--- src/hw/rtl/mfbp_pkg.sv ---
`default_nettype none

package mfbp_pkg;

  localparam int unsigned BYTE_W  = 8;
  localparam int unsigned FILL_W  = 3;
  localparam int unsigned VALUE_W = 32;
  localparam int unsigned COUNT_W = 6;

  localparam logic OP_APPEND = 1'b0;
  localparam logic OP_FLUSH  = 1'b1;

  typedef struct packed {
    logic accept;
    logic shift;
  } cmd_t;

  typedef struct packed {
    logic emits;
    logic last;
  } sts_t;

endpackage

`default_nettype wire

--- src/hw/rtl/msb_first_bit_packer_unit.sv ---
// Output: the first byte of an item is offered in the cycle after its transfer.
// Flow: an item that completes N bytes (N up to (7 + MAX_FIELD_BITS) / 8) is
// drained from the top of the accumulator one byte per cycle while out_stall_i is low;
// no new item is taken until its last byte is transferred.
// Reset: asynchronous, active low; clears the partial byte and its bit count.
`default_nettype none

module msb_first_bit_packer_unit #(
  parameter int unsigned MAX_FIELD_BITS = 32
) (
  input  wire logic                         clk_i,
  input  wire logic                         rst_ni,
  input  wire logic                         in_valid_i,
  output logic                              in_stall_o,
  input  wire logic                         op_i,
  input  wire logic [mfbp_pkg::VALUE_W-1:0] value_i,
  input  wire logic [mfbp_pkg::COUNT_W-1:0] bit_count_i,
  output logic                              out_valid_o,
  input  wire logic                         out_stall_i,
  output logic [mfbp_pkg::BYTE_W-1:0]       out_byte_o,
  output logic                              last_of_item_o
);
  import mfbp_pkg::*;

  cmd_t cmd;
  sts_t sts;

  mfbp_ctrl u_ctrl (
    .clk_i       (clk_i),
    .rst_ni      (rst_ni),
    .in_valid_i  (in_valid_i),
    .in_stall_o  (in_stall_o),
    .out_valid_o (out_valid_o),
    .out_stall_i (out_stall_i),
    .sts_i       (sts),
    .cmd_o       (cmd)
  );

  mfbp_datapath #(
    .MAX_FIELD_BITS (MAX_FIELD_BITS)
  ) u_datapath (
    .clk_i          (clk_i),
    .rst_ni         (rst_ni),
    .op_i           (op_i),
    .value_i        (value_i),
    .bit_count_i    (bit_count_i),
    .cmd_i          (cmd),
    .sts_o          (sts),
    .out_byte_o     (out_byte_o),
    .last_of_item_o (last_of_item_o)
  );

  a_busy_while_emitting: assert property (@(posedge clk_i) disable iff (!rst_ni)
    out_valid_o |-> in_stall_o)
    else $error("input taken while bytes are pending");

  a_last_ends_item: assert property (@(posedge clk_i) disable iff (!rst_ni)
    (out_valid_o && !out_stall_i && last_of_item_o) |=> !out_valid_o)
    else $error("byte offered after the last byte of an item");

  a_more_after_not_last: assert property (@(posedge clk_i) disable iff (!rst_ni)
    (out_valid_o && !out_stall_i && !last_of_item_o) |=> out_valid_o)
    else $error("item ended without a last byte");

  a_accept_only_single: assert property (@(posedge clk_i) disable iff (!rst_ni)
    (cmd.accept && !sts.emits) |=> !out_valid_o)
    else $error("byte offered for an item that completes none");

endmodule

`default_nettype wire

--- src/hw/rtl/mfbp_ctrl.sv ---
`default_nettype none

module mfbp_ctrl (
  input  wire logic          clk_i,
  input  wire logic          rst_ni,
  input  wire logic          in_valid_i,
  output logic               in_stall_o,
  output logic               out_valid_o,
  input  wire logic          out_stall_i,
  input  wire mfbp_pkg::sts_t sts_i,
  output mfbp_pkg::cmd_t     cmd_o
);
  import mfbp_pkg::*;

  typedef enum logic {
    ST_IDLE,
    ST_EMIT
  } state_e;

  state_e state_q, state_d;

  always_comb begin
    state_d    = state_q;
    cmd_o      = '0;
    unique case (state_q)
      ST_IDLE: begin
        if (in_valid_i) begin
          cmd_o.accept = 1'b1;
          if (sts_i.emits) begin
            state_d = ST_EMIT;
          end
        end
      end
      ST_EMIT: begin
        if (!out_stall_i) begin
          cmd_o.shift = 1'b1;
          if (sts_i.last) begin
            state_d = ST_IDLE;
          end
        end
      end
      default: state_d = ST_IDLE;
    endcase
  end

  assign in_stall_o  = (state_q != ST_IDLE);
  assign out_valid_o = (state_q == ST_EMIT);

  always_ff @(posedge clk_i or negedge rst_ni) begin
    if (!rst_ni) begin
      state_q <= ST_IDLE;
    end else begin
      state_q <= state_d;
    end
  end

endmodule

`default_nettype wire

--- src/hw/rtl/mfbp_datapath.sv ---
`default_nettype none

module mfbp_datapath #(
  parameter int unsigned MAX_FIELD_BITS = 32
) (
  input  wire logic                            clk_i,
  input  wire logic                            rst_ni,
  input  wire logic                            op_i,
  input  wire logic [mfbp_pkg::VALUE_W-1:0]    value_i,
  input  wire logic [mfbp_pkg::COUNT_W-1:0]    bit_count_i,
  input  wire mfbp_pkg::cmd_t                  cmd_i,
  output mfbp_pkg::sts_t                       sts_o,
  output logic [mfbp_pkg::BYTE_W-1:0]          out_byte_o,
  output logic                                 last_of_item_o
);
  import mfbp_pkg::*;

  localparam int unsigned ACC_W     = MAX_FIELD_BITS + BYTE_W;
  localparam int unsigned MAX_BYTES = (BYTE_W - 1 + MAX_FIELD_BITS) / BYTE_W;
  localparam int unsigned CNT_W     = $clog2(MAX_BYTES + 1);
  localparam int unsigned TOT_W     = $clog2(ACC_W + 1);
  localparam int unsigned CMP_W     = (COUNT_W > TOT_W) ? COUNT_W + 1 : TOT_W + 1;

  logic [ACC_W-1:0]  acc_q, acc_d;
  logic [FILL_W-1:0] fill_q, fill_d;
  logic [CNT_W-1:0]  cnt_q, cnt_d;

  logic              count_ok;
  logic [TOT_W-1:0]  total;
  logic [TOT_W-1:0]  shamt;
  logic [ACC_W-1:0]  field;

  assign count_ok = (bit_count_i != '0) &&
                    (CMP_W'(bit_count_i) <= CMP_W'(MAX_FIELD_BITS));
  assign total    = TOT_W'(fill_q) + TOT_W'(bit_count_i);
  assign shamt    = TOT_W'(ACC_W) - total;
  assign field    = ACC_W'(value_i) & ((ACC_W'(1) << bit_count_i) - ACC_W'(1));

  always_comb begin
    if (op_i == OP_FLUSH) begin
      sts_o.emits = (fill_q != '0);
    end else begin
      sts_o.emits = count_ok && (total >= TOT_W'(BYTE_W));
    end
    sts_o.last = (cnt_q == CNT_W'(1));
  end

  always_comb begin
    acc_d  = acc_q;
    fill_d = fill_q;
    cnt_d  = cnt_q;
    if (cmd_i.accept) begin
      if (op_i == OP_FLUSH) begin
        if (fill_q != '0) begin
          cnt_d  = CNT_W'(1);
          fill_d = '0;
        end
      end else if (count_ok) begin
        acc_d  = acc_q | (field << shamt);
        cnt_d  = CNT_W'(total >> FILL_W);
        fill_d = total[FILL_W-1:0];
      end
    end else if (cmd_i.shift) begin
      acc_d = acc_q << BYTE_W;
      cnt_d = cnt_q - CNT_W'(1);
    end
  end

  assign out_byte_o     = acc_q[ACC_W-1 -: BYTE_W];
  assign last_of_item_o = sts_o.last;

  always_ff @(posedge clk_i or negedge rst_ni) begin
    if (!rst_ni) begin
      acc_q  <= '0;
      fill_q <= '0;
      cnt_q  <= '0;
    end else begin
      acc_q  <= acc_d;
      fill_q <= fill_d;
      cnt_q  <= cnt_d;
    end
  end

endmodule

`default_nettype wire

--- config.mk ---
export PLATFORM = sky130hd
export DESIGN_NAME = msb_first_bit_packer_unit
export DESIGN_NICKNAME = d
export VERILOG_FILES = /design/src/hw/rtl/mfbp_pkg.sv /design/src/hw/rtl/msb_first_bit_packer_unit.sv /design/src/hw/rtl/mfbp_ctrl.sv /design/src/hw/rtl/mfbp_datapath.sv
export SDC_FILE = /design/constraint.sdc
export NUM_CORES = 1
export LEC_CHECK = 0
export ABC_AREA = 1
export BUFFER_PORTS_ARGS = -buffer_cell sky130_fd_sc_hd__buf_2
export CAP_MARGIN = 30
export CORE_AREA = 3 3 161 163
export DETAILED_ROUTE_END_ITERATION = 12
export DIE_AREA = 0 0 164 166
export SYNTH_ARGS = -nofsm -noshare
export SYNTH_HDL_FRONTEND = slang
export SYNTH_SLANG_ARGS = --single-unit
--- constraint.sdc ---
create_clock -name clk_i -period 8.11 [get_ports clk_i]
set_input_delay 1.622 -clock clk_i [delete_from_list [all_inputs] [get_ports clk_i]]
set_output_delay 1.622 -clock clk_i [all_outputs]
set_load 0.02 [all_outputs]
==> results_tabular.tex <==
\begin{tabular}{lr}
\hline
Metric & Value \\
\hline
\multicolumn{2}{l}{\textbf{Worst setup path}} \\
\quad Required arrival time at the worst endpoint & between 8 and 9 ns \\
\quad Crit-path cells & buf\_2 > ha\_1 > buf\_4 > clkinv\_1 > ha\_1 > or2\_2 > nand2\_1 > clkinv\_1 > nor2\_1 > inv\_1 > o21ai\_0 > inv\_1 > nand2\_1 > inv\_2 > nand2\_1 > nand3\_1 > nand2\_1 > nand2\_1 > nand2\_1 \\
\quad End of the worst register-to-register path & u\_datapath.acc\_q[34] \\
\quad Crit Path Class & input port to flop \\
\quad Worst reg2reg setup slack & 2.62 ns \\
\quad Cell family with most CP delay & buffers and inverters \\
\quad Most used cell along the critical path & sky130\_fd\_sc\_hd\_\_nand2\_1 \\
\quad Largest stage delay, worst path & 1.01 ns \\
\quad Worst Path Buf+Inv & 7 \\
\quad Reg2reg path depth & 18 \\
\quad Crit Path Max Fanout & 37 \\
\quad Kind of end point of the critical path & flop \\
\quad Endpoint arrival time on the critical path & 6.83 ns \\
\quad Startpoint type of the worst setup path & input port \\
\quad Reg2reg start & u\_datapath.fill\_q[0] \\
\quad Cell with the biggest individual delay on the critical path & sky130\_fd\_sc\_hd\_\_clkinv\_1 \\
\multicolumn{2}{l}{\textbf{Layout}} \\
\quad Commonest cells after routing, fill and taps aside & 313 x sky130\_fd\_sc\_hd\_\_nand2\_1, 244 x sky130\_fd\_sc\_hd\_\_nand3\_1, 124 x sky130\_fd\_sc\_hd\_\_nor2\_1, 74 x sky130\_fd\_sc\_hd\_\_inv\_1, 53 x sky130\_fd\_sc\_hd\_\_buf\_2 \\
\quad Nets@finish & about 1100 \\
\quad Fraction of layout instances using a drive strength above 1 & a little under an eighth \\
\quad Commonest non-fill, non-tap cell in the layout & sky130\_fd\_sc\_hd\_\_nand2\_1 \\
\quad Antenna diodes & 0 \\
\quad Synth-to-Final Area Change & 9.68\% \\
\quad Area of combinational cells with multiple inputs & $\sim$0.0042 mm2 \\
\quad Total area of sequential cells & between 0.001 and 0.0015 mm2 \\
\quad Count of filler cells inserted in the layout & 2753 \\
\quad Core occupancy in the finished layout & 27.3\% \\
\multicolumn{2}{l}{\textbf{Timing}} \\
\quad Unrepaired setup endpoints after global routing & false \\
\quad Worst slew margin relative to its limit & a little under a third \\
\quad Count of pins over their slew limit & 0 \\
\quad Fmax & $\sim$0.15 GHz \\
\quad Setup Skew & around 0.0047 ns \\
\quad Actual slew at the worst max-slew pin & 1.04 ns \\
\quad Final Cycle Share & between 80 and 90\% \\
\quad Number of failing setup endpoints in the final timing report & 0 \\
\quad Final sum of negative setup slack & 0 ns \\
\quad Final hold vios & 0 \\
\quad Final critical-path required period & $\sim$6.6 ns \\
\multicolumn{2}{l}{\textbf{Global route}} \\
\quad Tot GR Track Use & between 10\% and 20\% \\
\quad Pin count of the biggest net entering global routing & 56 \\
\quad Global-route wire length before repair & $\sim$34000 um \\
\quad Total overflow reported by the global router & 0 \\
\quad Vias in the first global route & 6593 \\
\quad Number of antenna violations at the first check in global routing & 0 \\
\multicolumn{2}{l}{\textbf{Die}} \\
\quad Vertical die dimension & 166 um \\
\quad Number of cell rows & 57 \\
\quad Number of top-level pins & 54 \\
\quad Initial standard-cell utilization of the core & about a quarter \\
\quad Core Footprint & 0.0245 mm2 \\
\quad Area of the die & between 0.02 and 0.03 mm2 \\
\quad Die Wd & roughly 160 um \\
\multicolumn{2}{l}{\textbf{CTS}} \\
\quad Clock Root Buffer & sky130\_fd\_sc\_hd\_\_clkbuf\_16 \\
\quad Post-CTS Hold Fix Bufs & 0 \\
\quad Clock transition at the registers of the reported paths & about 0.060 ns \\
\quad Maximum count of clock buffers along a single path & 2 \\
\quad CTS H-Tree Depth & 2 \\
\quad Number of sinks on the clock net & 47 \\
\quad Buffers inserted during post-CTS setup optimization & 0 \\
\quad Cts bufs inserted & 5 \\
\quad CTS tree & built \\
\quad Worst skew pair latency & $\sim$0.3 ns \\
\quad Quantity of gates resized following cts & 0 \\
\multicolumn{2}{l}{\textbf{Synthesis}} \\
\quad Summed instance area of the synthesized netlist & about 0.006 mm2 \\
\quad Mapped Cells & around 1100 \\
\quad Yosys warnings & 0 \\
\quad Sequential element share of the synthesized area & between 10\% and 20\% \\
\quad Synth Register Bits & 47 \\
\quad Mean cell area of the mapped netlist & about 5.6 um2 \\
\quad Count of different cell masters after synthesis & 45 \\
\quad Net count after synthesis & 1141 \\
\multicolumn{2}{l}{\textbf{Power and ir drop}} \\
\quad Pwr dens & between 400 and 500 mW/mm2 \\
\quad Switching Power & approximately 2 mW \\
\quad Reg power frac & between 10\% and 20\% \\
\quad Worst vdd ir & 0.000271 V \\
\quad Power share of the clock group & 7.0\% \\
\quad Leakage power figure & 3.43 nW \\
\quad Internal Pwr Total & $\sim$1.2 mW \\
\quad Net switching share of the total power & 61.2\% \\
\quad Proportion of power drawn by combinational gates & roughly four fifths \\
\multicolumn{2}{l}{\textbf{Route}} \\
\quad Remaining routing DRC violations & 0 \\
\quad Total vias in the final route & 7122 \\
\quad Routed wire per std cell & between 15 and 20 um \\
\quad Via-per-instance ratio & 5.03 \\
\quad Remaining antenna violation count after routing & 0 \\
\quad First-pass detailed-route iteration total & 5 \\
\quad Count of routing violations after the opening detailed-route iteration & approximately 670 \\
\quad Total detailed-routing wirelength & $\sim$21000 um \\
\multicolumn{2}{l}{\textbf{Min path}} \\
\quad Hold EP & u\_datapath.acc\_q[25] \\
\quad Hold path cells & 2 \\
\quad Worst min path class & flop to flop \\
\quad Worst Hold Launch & u\_datapath.acc\_q[25] \\
\multicolumn{2}{l}{\textbf{Outcome}} \\
\quad Result of the run & complete, no violations \\
\multicolumn{2}{l}{\textbf{Place}} \\
\quad HPWL after detailed placement & approximately 17000 um \\
\quad Port buffer count & 53 \\
\quad Routability-driven placement congestion ratio & slightly below 1 \\
\multicolumn{2}{l}{\textbf{Run}} \\
\quad \# Max-Cap Violations & 0 \\
\hline
\end{tabular}
worst max path at each step:
stage / startpoint / end / slack (ns) / depth (start not counted)
after floorplan: bit_count_i[0] / u_datapath.acc_q[14] / 3.64 / 17
after global placement: bit_count_i[0] / u_datapath.acc_q[33] / 1.33 / 17
after detailed placement: bit_count_i[0] / u_datapath.acc_q[34] / 1.28 / 19
after CTS: bit_count_i[0] / u_datapath.acc_q[34] / 1.58 / 19
after global routing: bit_count_i[0] / u_datapath.acc_q[34] / 0.93 / 19
final: bit_count_i[0] / u_datapath.acc_q[34] / 1.51 / 19
layer usage:
| metal | vias up | track usage (%) | part of all wire (%) | wire, um |
|---|---|---|---|---|
| li1 | 3597 | - | - | - |
| met1 | 3220 | 20.1 | 44 | 9290 |
| met2 | 258 | 25.5 | 47 | 9910 |
| met3 | 47 | 2.49 | 6.7 | 1440 |
| met4 | 0 | 5.19 | 3.0 | 641 |
| met5 | - | 0 | 0 | 0 |
cells in the mapped netlist, drive strengths merged:
cell | number | area, um2
o21ai | 46 | 230
a211oi | 2 | 15.0
fa | 1 | 20.0
a21boi | 1 | 7.51
nand3 | 247 | 1250
nor2 | 144 | 611
clkinv | 2 | 7.51
nor3 | 9 | 45.0
nand3b | 2 | 15.0
o21a | 4 | 30.0
o31ai | 1 | 7.51
nand2 | 320 | 1220
a31oi | 2 | 12.5
o22ai | 2 | 12.5
buf | 41 | 253
nand4 | 30 | 213
clkbuf | 24 | 90.1
and2 | 4 | 25.0
nor4 | 2 | 12.5
o211ai | 5 | 37.5
xnor2 | 1 | 16.3
o2111ai | 1 | 8.76
dfrtp | 47 | 1180
a21oi | 43 | 219
or2 | 5 | 33.8
inv | 89 | 334
a211o | 2 | 17.5
ha | 8 | 100
xor2 | 4 | 68.8
power by group through the flow:
stage	Combinational (mW)	Sequential, mW	Clock (mW)
2_1_floorplan	1.93	0.383	0
3_3_place_gp	2.47	0.400	0
3_5_place_dp	2.53	0.401	0
4_1_cts	2.54	0.398	0.228
5_1_grt	2.87	0.409	0.240
6_report	2.57	0.396	0.223
per-stage QoR:
| stage | instances | hold slack [ns] | setup slack (ns) | cell area (um2) | power, mW |
|---|---|---|---|---|---|
| after global routing | 1416 | 0.528 | 0.934 | 6680 | 3.52 |
| after detailed placement | 1408 | 0.493 | 1.28 | 6520 | 2.93 |
| final | 1416 | 0.508 | 1.51 | 6680 | 3.19 |
| after floorplan | 1089 | 0.462 | 3.64 | 6090 | 2.31 |
| after global placement | 1405 | 0.487 | 1.33 | 6450 | 2.87 |
| after CTS | 1416 | 0.509 | 1.58 | 6680 | 3.17 |
flip-flops by register name, indices dropped and copies added (netlist names):
| register | cells |
|---|---|
| u_datapath.fill_q | 3 |
| u_datapath.cnt_q | 3 |
| u_datapath.acc_q | 40 |
| u_ctrl.in_stall_o | 1 |
cell families (layout without fill, tap and decap cells):
group,count (synthesis),count (layout),synth area share [%]
and+or+nand+nor,763,763,56.2
DFF,47,47,19.3
xor gates and xnor gates,5,5,1.40
buffers and inverters,156,159,11.2
AOI/OAI and AO/OA,109,109,9.82
adders and majority gates,9,9,1.97
area by class of cell:
type                            count  area share [%]
Multi-Input combinational cell    886            63.3
Sequential cell                    47            17.6
Tap cell                          324            6.07
Timing Repair Buffer               60            5.55
Inverter                           91            5.12
Clock buffer                        8            2.34
tightest hold or removal path, cell delays in order (launching register included):
cell and delay, ns:
sky130_fd_sc_hd__dfrtp_1 0.36, sky130_fd_sc_hd__nand2_1 0.06, sky130_fd_sc_hd__nand2_1 0.06
(Power assumes the default switching activity.)
